<file path="config.mk">
export PLATFORM = sky130hd
export DESIGN_NAME = arx_stream_hash_256_core
export DESIGN_NICKNAME = d
export VERILOG_FILES = /design/src/rtl/arxsh_pkg.sv /design/src/rtl/arxsh_front.sv /design/src/rtl/arxsh_fifo.sv /design/src/rtl/arxsh_back.sv /design/src/rtl/arx_stream_hash_256_core.sv
export SDC_FILE = /design/constraint.sdc
export NUM_CORES = 2
export LEC_CHECK = 0
export ABC_CLOCK_PERIOD_IN_PS = 20800
export BUFFER_PORTS_ARGS = -buffer_cell sky130_fd_sc_hd__buf_2
export CELL_PAD_IN_SITES_DETAIL_PLACEMENT = 1
export CELL_PAD_IN_SITES_GLOBAL_PLACEMENT = 1
export CORE_MARGIN = 10
export CORE_UTILIZATION = 45
export CTS_BUF_LIST = sky130_fd_sc_hd__clkbuf_8
export DETAILED_ROUTE_END_ITERATION = 8
export PLACE_DENSITY = 0.81
export SLEW_MARGIN = 20
export SYNTH_ARGS = -nofsm -noshare
export SYNTH_HDL_FRONTEND = slang
export SYNTH_SLANG_ARGS = --single-unit
</file>
<file path="constraint.sdc">
create_clock -name clk_i -period 20.8 [get_ports clk_i]
set_input_delay 3.12 -clock clk_i [delete_from_list [all_inputs] [get_ports clk_i]]
set_output_delay 3.12 -clock clk_i [all_outputs]
set_load 0.005 [all_outputs]
</file>
<file path="src/rtl/arxsh_pkg.sv">
// ----------------------------------------------------------------------------
// arxsh_pkg: shared types and constants for the ARX stream hash
// Job record between front and back, state word type, mix round function.
// ----------------------------------------------------------------------------
`default_nettype none

package arxsh_pkg;

  localparam int unsigned BlockBytes = 32;
  localparam int unsigned MixRounds  = 7;

  typedef logic [3:0][63:0] words_t;

  localparam words_t InitWords = {
    64'h894e29b9611eb173, 64'hca50864d814cbc2e,
    64'he22d4dea68577f34, 64'h5d6daffc4411a967
  };

  // one unit of work for the mixing engine
  typedef struct packed {
    logic [8*BlockBytes-1:0] block;   // zero padded, byte 0 in the low bits
    logic                    absorb;  // xor block in and run one mix
    logic                    fin;     // close the message after the absorb
    logic [63:0]             bit_len;
  } job_t;

  function automatic logic [5:0] rot_a(input logic [2:0] idx);
    logic [5:0] r;
    case (idx)
      3'd0:    r = 6'd16;
      3'd1:    r = 6'd14;
      3'd2:    r = 6'd11;
      3'd3:    r = 6'd35;
      3'd4:    r = 6'd57;
      3'd5:    r = 6'd59;
      3'd6:    r = 6'd44;
      default: r = 6'd16;
    endcase
    return r;
  endfunction

  function automatic logic [5:0] rot_b(input logic [2:0] idx);
    logic [5:0] r;
    case (idx)
      3'd0:    r = 6'd28;
      3'd1:    r = 6'd57;
      3'd2:    r = 6'd22;
      3'd3:    r = 6'd34;
      3'd4:    r = 6'd16;
      3'd5:    r = 6'd40;
      3'd6:    r = 6'd13;
      default: r = 6'd28;
    endcase
    return r;
  endfunction

  function automatic logic [63:0] rotl64(input logic [63:0] x, input logic [5:0] n);
    logic [127:0] t;
    t = {x, x} << n;
    return t[127:64];
  endfunction

  // one add-rotate-xor round, words 0 and 1 swapped at the end
  function automatic words_t mix_round(input words_t w, input logic [2:0] idx);
    words_t     r;
    logic [63:0] a, b;
    a    = w[0] + w[2];
    b    = w[1] + w[3];
    r[0] = b;
    r[1] = a;
    r[2] = rotl64(w[2], rot_a(idx)) ^ a;
    r[3] = rotl64(w[3], rot_b(idx)) ^ b;
    return r;
  endfunction

endpackage

`default_nettype wire

</file>
<file path="src/rtl/arxsh_front.sv">
// ----------------------------------------------------------------------------
// arxsh_front: byte intake
// Packs bytes into the block buffer, counts the message, emits a job on a
// full block or at the end of the message.
// ----------------------------------------------------------------------------
`default_nettype none

module arxsh_front (
  input  wire logic             clk_i,
  input  wire logic             rst_ni,
  input  wire logic             in_valid_i,
  output logic                  in_ready_o,
  input  wire logic [7:0]       data_byte_i,
  input  wire logic             has_byte_i,
  input  wire logic             last_i,
  output logic                  job_push_o,
  output arxsh_pkg::job_t       job_o,
  input  wire logic             job_full_i
);

  localparam int unsigned BufBits  = 8 * arxsh_pkg::BlockBytes;
  localparam int unsigned FillBits = $clog2(arxsh_pkg::BlockBytes);

  logic [BufBits-1:0]  buf_q, buf_d, blk;
  logic [FillBits-1:0] fill_q, fill_d;
  logic [63:0]         cnt_q, cnt_d, cnt_inc;
  logic                acc, blk_full;

  assign in_ready_o = !job_full_i;
  assign acc        = in_valid_i && in_ready_o;
  assign blk_full   = has_byte_i && (fill_q == FillBits'(arxsh_pkg::BlockBytes - 1));
  assign cnt_inc    = cnt_q + {63'd0, has_byte_i};

  always_comb begin
    blk = buf_q;
    if (has_byte_i) begin
      blk[{fill_q, 3'b000} +: 8] = data_byte_i;
    end
  end

  assign job_push_o    = acc && (last_i || blk_full);
  assign job_o.block   = blk;
  assign job_o.absorb  = has_byte_i || (fill_q != '0);
  assign job_o.fin     = last_i;
  assign job_o.bit_len = {cnt_inc[60:0], 3'b000};

  always_comb begin
    buf_d  = buf_q;
    fill_d = fill_q;
    cnt_d  = cnt_q;
    if (acc) begin
      if (job_push_o) begin
        buf_d  = '0;
        fill_d = '0;
      end else begin
        buf_d  = blk;
        fill_d = fill_q + FillBits'(has_byte_i);
      end
      cnt_d = last_i ? 64'd0 : cnt_inc;
    end
  end

  always_ff @(posedge clk_i or negedge rst_ni) begin
    if (!rst_ni) begin
      buf_q  <= '0;
      fill_q <= '0;
      cnt_q  <= '0;
    end else begin
      buf_q  <= buf_d;
      fill_q <= fill_d;
      cnt_q  <= cnt_d;
    end
  end

endmodule

`default_nettype wire

</file>
<file path="src/rtl/arxsh_fifo.sv">
// ----------------------------------------------------------------------------
// arxsh_fifo: job queue
// Small register queue that decouples byte intake from the mixing engine.
// ----------------------------------------------------------------------------
`default_nettype none

module arxsh_fifo #(
  parameter int unsigned DEPTH = 2
) (
  input  wire logic            clk_i,
  input  wire logic            rst_ni,
  input  wire logic            push_i,
  input  wire arxsh_pkg::job_t push_data_i,
  output logic                 full_o,
  input  wire logic            pop_i,
  output arxsh_pkg::job_t      head_o,
  output logic                 empty_o
);

  localparam int unsigned PtrBits = (DEPTH > 1) ? $clog2(DEPTH) : 1;
  localparam int unsigned CntBits = $clog2(DEPTH + 1);

  arxsh_pkg::job_t [DEPTH-1:0] mem_q;
  logic [PtrBits-1:0]          wr_q, rd_q;
  logic [CntBits-1:0]          cnt_q;

  function automatic logic [PtrBits-1:0] next_ptr(input logic [PtrBits-1:0] p);
    return (p == PtrBits'(DEPTH - 1)) ? '0 : p + PtrBits'(1);
  endfunction

  assign full_o  = (cnt_q == CntBits'(DEPTH));
  assign empty_o = (cnt_q == '0);
  assign head_o  = mem_q[rd_q];

  always_ff @(posedge clk_i) begin
    if (push_i) begin
      mem_q[wr_q] <= push_data_i;
    end
  end

  always_ff @(posedge clk_i or negedge rst_ni) begin
    if (!rst_ni) begin
      wr_q  <= '0;
      rd_q  <= '0;
      cnt_q <= '0;
    end else begin
      if (push_i) begin
        wr_q <= next_ptr(wr_q);
      end
      if (pop_i) begin
        rd_q <= next_ptr(rd_q);
      end
      case ({push_i, pop_i})
        2'b10:   cnt_q <= cnt_q + CntBits'(1);
        2'b01:   cnt_q <= cnt_q - CntBits'(1);
        default: cnt_q <= cnt_q;
      endcase
    end
  end

endmodule

`default_nettype wire

</file>
<file path="src/rtl/arxsh_back.sv">
// ----------------------------------------------------------------------------
// arxsh_back: mixing engine
// Runs one ARX round per cycle on the state, closes messages and holds the
// digest in an output register.
// ----------------------------------------------------------------------------
`default_nettype none

module arxsh_back (
  input  wire logic            clk_i,
  input  wire logic            rst_ni,
  input  wire arxsh_pkg::job_t job_i,
  input  wire logic            job_empty_i,
  output logic                 job_pop_o,
  output logic                 out_valid_o,
  input  wire logic            out_ready_i,
  output logic [63:0]          digest_first_o,
  output logic [63:0]          digest_second_o
);

  typedef enum logic [3:0] {
    ST_IDLE = 4'b0001,
    ST_ABS  = 4'b0010,
    ST_FIN  = 4'b0100,
    ST_DONE = 4'b1000
  } state_e;

  localparam logic [2:0] LastRound = 3'(arxsh_pkg::MixRounds - 1);

  state_e              st_q, st_d;
  arxsh_pkg::words_t   w_q, w_d, rnd;
  logic [2:0]          idx_q, idx_d;
  logic                pass_q, pass_d;
  logic                fin_q, fin_d;
  logic [63:0]         len_q, len_d;
  logic                out_valid_q, out_valid_d, out_load;
  logic [63:0]         dig0_q, dig1_q;

  assign rnd = arxsh_pkg::mix_round(w_q, idx_q);

  always_comb begin
    st_d      = st_q;
    w_d       = w_q;
    idx_d     = idx_q;
    pass_d    = pass_q;
    fin_d     = fin_q;
    len_d     = len_q;
    job_pop_o = 1'b0;
    out_load  = 1'b0;
    case (st_q)
      ST_IDLE: begin
        if (!job_empty_i) begin
          job_pop_o = 1'b1;
          fin_d     = job_i.fin;
          len_d     = job_i.bit_len;
          idx_d     = '0;
          pass_d    = 1'b0;
          if (job_i.absorb) begin
            for (int i = 0; i < 4; i++) begin
              w_d[i] = w_q[i] ^ job_i.block[64*i +: 64];
            end
            st_d = ST_ABS;
          end else begin
            // empty tail: only the length goes in
            w_d[0] = w_q[0] ^ job_i.bit_len;
            st_d   = ST_FIN;
          end
        end
      end
      ST_ABS: begin
        w_d = rnd;
        if (idx_q == LastRound) begin
          idx_d = '0;
          if (fin_q) begin
            w_d[0] = rnd[0] ^ len_q;
            pass_d = 1'b0;
            st_d   = ST_FIN;
          end else begin
            st_d = ST_IDLE;
          end
        end else begin
          idx_d = idx_q + 3'd1;
        end
      end
      ST_FIN: begin
        // two full mixes back to back
        w_d = rnd;
        if (idx_q == LastRound) begin
          idx_d  = '0;
          pass_d = 1'b1;
          if (pass_q) begin
            st_d = ST_DONE;
          end
        end else begin
          idx_d = idx_q + 3'd1;
        end
      end
      ST_DONE: begin
        if (!out_valid_q || out_ready_i) begin
          out_load = 1'b1;
          w_d      = arxsh_pkg::InitWords;
          st_d     = ST_IDLE;
        end
      end
      default: begin
        st_d = ST_IDLE;
      end
    endcase
  end

  assign out_valid_d = out_load ? 1'b1 : (out_ready_i ? 1'b0 : out_valid_q);

  always_ff @(posedge clk_i or negedge rst_ni) begin
    if (!rst_ni) begin
      st_q        <= ST_IDLE;
      w_q         <= arxsh_pkg::InitWords;
      idx_q       <= '0;
      pass_q      <= 1'b0;
      fin_q       <= 1'b0;
      out_valid_q <= 1'b0;
    end else begin
      st_q        <= st_d;
      w_q         <= w_d;
      idx_q       <= idx_d;
      pass_q      <= pass_d;
      fin_q       <= fin_d;
      out_valid_q <= out_valid_d;
    end
  end

  always_ff @(posedge clk_i) begin
    len_q <= len_d;
    if (out_load) begin
      dig0_q <= w_q[0];
      dig1_q <= w_q[1];
    end
  end

  assign out_valid_o     = out_valid_q;
  assign digest_first_o  = dig0_q;
  assign digest_second_o = dig1_q;

endmodule

`default_nettype wire

</file>
<file path="src/rtl/arx_stream_hash_256_core.sv">
// Message close: once the tlast request reaches the engine, tvalid rises after
// the mix of the block it closes (partial or full, if any) and two closing mixes.
// Throughput: one byte per cycle while blocks stream in and the job queue has
// room; the mixing engine runs one round per cycle for each block and for each
// message close. Short messages are bounded by the engine and the job queue depth.
// Reset: asynchronous, active low; state returns to the initial words at once.
// ----------------------------------------------------------------------------
// arx_stream_hash_256_core: streaming 256-bit add-rotate-xor hash
// Byte stream in, 128-bit digest out; intake and mixing run decoupled.
// ----------------------------------------------------------------------------
`default_nettype none

module arx_stream_hash_256_core #(
  parameter int unsigned QUEUE_DEPTH = 2
) (
  input  wire logic          clk_i,
  input  wire logic          rst_ni,
  input  wire logic          s_axis_tvalid_i,
  output logic               s_axis_tready_o,
  input  wire logic [7:0]    s_axis_tdata_i,   // [7:0] data_byte
  input  wire logic          s_axis_tuser_i,   // [0] has_byte
  input  wire logic          s_axis_tlast_i,
  output logic               m_axis_tvalid_o,
  input  wire logic          m_axis_tready_i,
  output logic [127:0]       m_axis_tdata_o    // [63:0] digest_first, [127:64] digest_second
);

  arxsh_pkg::job_t push_job, head_job;
  logic            push, full, pop, empty;
  logic [63:0]     dig0, dig1;

  arxsh_front u_front (
    .clk_i       (clk_i),
    .rst_ni      (rst_ni),
    .in_valid_i  (s_axis_tvalid_i),
    .in_ready_o  (s_axis_tready_o),
    .data_byte_i (s_axis_tdata_i),
    .has_byte_i  (s_axis_tuser_i),
    .last_i      (s_axis_tlast_i),
    .job_push_o  (push),
    .job_o       (push_job),
    .job_full_i  (full)
  );

  arxsh_fifo #(
    .DEPTH (QUEUE_DEPTH)
  ) u_fifo (
    .clk_i       (clk_i),
    .rst_ni      (rst_ni),
    .push_i      (push),
    .push_data_i (push_job),
    .full_o      (full),
    .pop_i       (pop),
    .head_o      (head_job),
    .empty_o     (empty)
  );

  arxsh_back u_back (
    .clk_i           (clk_i),
    .rst_ni          (rst_ni),
    .job_i           (head_job),
    .job_empty_i     (empty),
    .job_pop_o       (pop),
    .out_valid_o     (m_axis_tvalid_o),
    .out_ready_i     (m_axis_tready_i),
    .digest_first_o  (dig0),
    .digest_second_o (dig1)
  );

  assign m_axis_tdata_o = {dig1, dig0};

endmodule

`default_nettype wire

</file>
Word-level counts from Yosys, hierarchy flattened
Cells that the tools add are included.
Widths: inputs -> output; s select.
{"block": "classes", "n_lt_le_gt_ge": 3, "eq_ne": 21, "reduce_logical": 23, "add_sub_neg": 10, "shifts": 4, "n_mux": 44, "n_bitwise": 9}
{"operator": "$mux 256", "count": 4}
{"operator": "$pmux 256 s4", "count": 1}
{"operator": "$mux 322", "count": 3}
{"operator": "$bwmux 644", "count": 1}
{"operator": "$xor 64x64->64", "count": 8}
{"operator": "$demux 322 s1", "count": 1}
{"operator": "$bwmux 256", "count": 1}
{"operator": "$mux 64", "count": 4}
{"operator": "$shift 8x10->256 const A", "count": 1}
{"operator": "$shiftx 8x10->256", "count": 1}
{"operator": "$shl 128x6->128", "count": 2}
{"operator": "$mux 192", "count": 1}
{"operator": "$add 64x64->64", "count": 2}
{"operator": "$pmux 6 s6", "count": 2}
{"operator": "$add 64x1->64", "count": 1}
{"operator": "$mux 4", "count": 5}
{"operator": "$pmux 4 s4", "count": 1}
{"operator": "$mux 1", "count": 12}
{"operator": "$mux 3", "count": 4}
{"operator": "$ne 2x1->1 const B", "count": 5}
{"operator": "$neg 8->10", "count": 1}
{"operator": "$reduce_and 5->1", "count": 2}
{"operator": "$eq 3x3->1 const B", "count": 3}
{"operator": "$eq 3x2->1 const B", "count": 2}
{"operator": "33 further kinds", "count": 46}
{"block": "word_totals", "ff_bits": 1431, "out_inout_bits": 130, "inputBits": 14, "word_cells": 140}

Longest topological paths before layout
{"block": "logic_depth", "word_depth": 6, "ltp_mapped": 17, "depth_no_buf": 15}

Hierarchy
A second synthesis with hierarchy kept.
{"block": "hier_totals", "hier_cells": 8074, "area_unflattened_um2": 85090.4}
{"mod": "arxsh_back", "seq_area_each_um2": 12583.3, "instances": 1, "area_per_inst_um2": 42816.1, "cells_per_inst": 5191}
{"mod": "arxsh_fifo", "seq_area_each_um2": 19438.6, "instances": 1, "area_per_inst_um2": 24536.0, "cells_per_inst": 1018}
{"mod": "arxsh_front", "seq_area_each_um2": 8057.7, "instances": 1, "area_per_inst_um2": 17738.3, "cells_per_inst": 1865}

Worst setup path before layout
Ideal clock, no wire load.
{"block": "synth_path", "path_type": "input -> register", "from": "in s_axis_tlast_i", "to": "reg u_fifo.mem_q[100] in the netlist's numbering (enable)", "stages": 5, "arrival_time_ns": 16.930, "path_slack_ns": 2.864, "n_path_buf": 1, "setup_time_ns": 1.006, "required_ns": 19.794, "cell_sequence": "clkbuf_1 nor2_1 nor2_1 inv_1 nor2_1"}
{"block": "synth_via", "elab_chain_len": 2}
{"item": "from (decl)", "line_no": "arx_stream_hash_256_core.sv:22", "text": "input wire logic s_axis_tlast_i,"}
{"item": "$logic_or 1x1->1", "line_no": "arxsh_front.sv:41", "text": "assign job_push_o = acc && (last_i || blk_full);"}
{"item": "$logic_and 1x1->1", "line_no": "arxsh_front.sv:41"}
{"item": "to (signal, indexed assignment)", "line_no": "arxsh_fifo.sv:37", "text": "mem_q[wr_q] <= push_data_i;"}
{"item": "to (decl)", "line_no": "arxsh_fifo.sv:23", "text": "arxsh_pkg::job_t [DEPTH-1:0] mem_q;"}
Every way passes these cells.
A chain may end at the register's enable or synchronous reset.

Worst setup path after layout
{"block": "layout_path", "from": "in s_axis_tvalid_i", "to": "reg u_fifo.mem_q[318] in the netlist's numbering (enable)"}
{"block": "layout_via", "elab_chain_len": 2}
{"item": "from (decl)", "line_no": "arx_stream_hash_256_core.sv:18", "text": "input wire logic s_axis_tvalid_i,"}
{"item": "$logic_and 1x1->1", "line_no": "arxsh_front.sv:30", "text": "assign acc = in_valid_i && in_ready_o;"}
{"item": "$logic_and 1x1->1", "line_no": "arxsh_front.sv:41"}
Every way passes these cells.

==> out/results.tsv <==
stage	metric	value	unit
critical_path	crit_path_frequent_cell	buf_4	
timing	relSlewSlack	9.835	%
timing	tightest_slew	1.315	ns
logic_synthesis	synth_flop_cell	edfxtp_1	
logic_synthesis	yosysSeqAreaShare	51.21	%
logic_synthesis	synth_warnings	0	
critical_path	critPathKind	in2reg	
critical_path	critical_path_required	21.41	ns
clock_tree	cts_buffer_depth	3	
critical_path	arrival	7.90	ns
clock_tree	ctsHoldBuffers	0	
route	avgRoutedWirePerCell	33.76	um
floorplan	core.rowCount	152	
placed_design	post-dp-hpwl	226700	um
cells_and_area	drive_gt1_share	17.95	%
floorplan	start_util	45.27	%
grt	grt_max_degree	167	
clock_tree	clkLatencyLatePin	1.03	ns
route	drtPass1Iterations	6	
status	outcome	complete, no violations	
flow_run	drv_cap	0	
clock_tree	cts_tree	built	
logic_synthesis	synthTopCellsByCount	827 x edfxtp_1, 708 x mux2i_1, 629 x a21oi_1	
route	vias	61420	
floorplan	die-height	435.6	um
route	antenna_left	0	
logic_synthesis	synthCells	6736	
critical_path	cp_num_buf_inv	5	
clock_tree	postCtsSetupBuffers	0	
timing	finalSetupTns	0	ns
critical_path	cp-startpoint	s_axis_tvalid_i	
clock_tree	path_clk_slew	0.07	ns
route	first_iter_violations	7313	
floorplan	core_area	171700	um2
logic_synthesis	ys_types	95	
route	route.detailed.drc	0	
floorplan	die_x	435.6	um
logic_synthesis	synth-edff-count	827	
grt	overflow	0	
grt	grt_pass1_vias	62540	
logic_synthesis	ys_ff_latch	1419	
critical_path	crit_fanout	64	
hold_path	hold_path_class	reg2reg	
placed_design	place.gp.congestion	0.9930	
cells_and_area	area_growth	10.42	%
timing	fmax	137.1	MHz
logic_synthesis	syn_area_per_cell	11.54	um2
route	detail_route.wirelength	314300	um
critical_path	cp_top_family	buffers and inverters	
grt	track_usage	31.89	%
timing	slew_viol_final	0	
critical_path	critPathLaunchType	primary input	
critical_path	cpPeakStageDelay	0.89	ns
critical_path	cp_cell_sequence	buf_2, nand2_4, nor2_1, inv_1, nor2_4, buf_4, buf_4, buf_4	
clock_tree	cts.htree.levels	4	
logic_synthesis	synth.top_cells.by_area	edfxtp_1 32%, dfrtp_1 15%, mux2i_1 9.1%, mux2_2 5.2%, dfstp_2 4.4%	
placed_design	portBuffers	143	
cells_and_area	n_fill_cell	17930	
logic_synthesis	synth_area_leader_cell	edfxtp_1	
clock_tree	root_buffer	clkbuf_8	
logic_synthesis	synth.most_common_cell	edfxtp_1	
hold_path	hold_path_end	u_front.cnt_q[0]	
timing	fin_skew	0.06125	ns
hold_path	hold_start	u_front.cnt_q[0]	
timing	setup_viol	0	
critical_path	reg2reg_depth	14	
critical_path	rrSetupSlack	14.95	ns
critical_path	rr_endpoint	u_back.w_q[255]	
logic_synthesis	synth_top_area_share	31.95	%
floorplan	die_area	189800	um2
critical_path	cp-end-kind	flop	
timing	rsz0062_at_grt	no	
logic_synthesis	synth_async_sr_flop_share	41.72	%
floorplan	pin_count	144	
clock_tree	clock-sinks	1419	
clock_tree	cts_inserted_buffers	229	
critical_path	cp_slowest_cell	buf_4	
grt	grt_pass1_wl	447800	um
hold_path	hold_depth	2	
grt	antenna_found_initial	38	
logic_synthesis	syn-num-nets	6891	
clock_tree	cts_resized	0	
route	vias_per_cell	6.598	
timing	finalCriticalPeriod	7.293	ns
critical_path	r2r_start	u_back.idx_q[0]	
timing	finalHoldViolations	0	
logic_synthesis	syn_area	77740	um2
timing	fin_crit_sh	35.06	%
cells_and_area	nets	6923	
==> tightest hold or removal path: stages (launching register included) <==
cell and delay (ns):
dfrtp_1 0.35, nand2_1 0.05, nand2_1 0.05
==> registers in the layout (all words and copies together), names as in the netlist <==
signal / cells
u_back.w_q: 256
u_fifo.cnt_q: 2
u_back.st_q: 4
u_front.cnt_q: 61
u_fifo.rd_q: 1
u_front.buf_q: 256
u_front.fill_q: 5
u_fifo.wr_q: 1
u_back.idx_q: 3
u_back.digest_first_o: 64
u_back.fin_q: 1
u_back.digest_second_o: 64
u_back.len_q: 61
u_back.out_valid_o: 1
u_fifo.mem_q: 638
u_back.pass_q: 1
==> cells by family (layout without fill, tap and decap cells) <==
logic type      Yosys count  count (layout)  synth area share [%]
simple gates           1296            1296                 7.998
xor+xnor                327             327                 3.694
other cells               0              22                     0
flops                  1419            1419                 51.21
mux                    1155            1155                 16.87
buf+inv                 614             854                 3.044
compound gates         1784            1784                 14.90
fa+ha+maj               141             141                 2.289
==> worst max path at each step <==
stage                                   end  slack (ns)  depth (start not counted)
final                     u_fifo.mem_q[318]       13.51                          8
after global routing      u_fifo.mem_q[304]       13.26                          8
after CTS                 u_fifo.mem_q[245]       13.60                          8
after detailed placement  u_fifo.mem_q[251]       12.59                          8
after global placement    u_fifo.mem_q[250]       12.71                          8
after floorplan           u_fifo.mem_q[100]        2.86                          5
==> stage by stage <==
stage,cell area (um2),utilization (%),std cells,hold WS (ns),setup WS [ns]
after CTS,85660,49.88,9285,0.4859,13.60
after global routing,85790,49.95,9290,0.5169,13.26
after global placement,80740,47.02,8846,0.4601,12.71
after floorplan,77740,-,6736,0.4428,2.864
final,85830,49.98,9308,0.4812,13.51
after detailed placement,80760,47.03,8846,0.4722,12.59
==> placed cells by master, fill, tap and decap left out, drive strengths merged, types with 105 or more instances in the layout <==
cell type and count:
nor2 340, xnor2 235, a22o 278, inv 262, edfxtp 827, clkbuf 268, nand2 369, ha 139
mux2i 708, buf 238, mux2 359, dfstp 129, dfrtp 463, nand3 105, o21ai 313, a21oi 633
==> routing by layer <==
| layer | vias to the layer above | global-route usage, % | part of all wire (%) |
|---|---|---|---|
| met5 | - | 0 | 0.031 |
| met1 | 31880 | 40.73 | 38 |
| li1 | 25550 | - | - |
| met2 | 3279 | 47.85 | 44 |
| met3 | 696 | 8.768 | 11 |
| met4 | 14 | 19.89 | 7.1 |
==> area by class of cell <==
type | count | area (um2) | share of cell area, %
well taps | 2310 | 2890 | 3.367
repair buffers | 238 | 1546 | 1.802
clock buffers | 268 | 3689 | 4.297
inverters | 177 | 664.4 | 0.7740
clock inverters | 171 | 1210 | 1.410
diodes | 22 | 55.05 | 0.06414
multi-input cells | 4703 | 35970 | 41.90
flip-flops and latches | 1419 | 39810 | 46.38
Power is not shown: default switching activity piles up to over one toggle a cycle in this logic, so the estimate is an artifact.
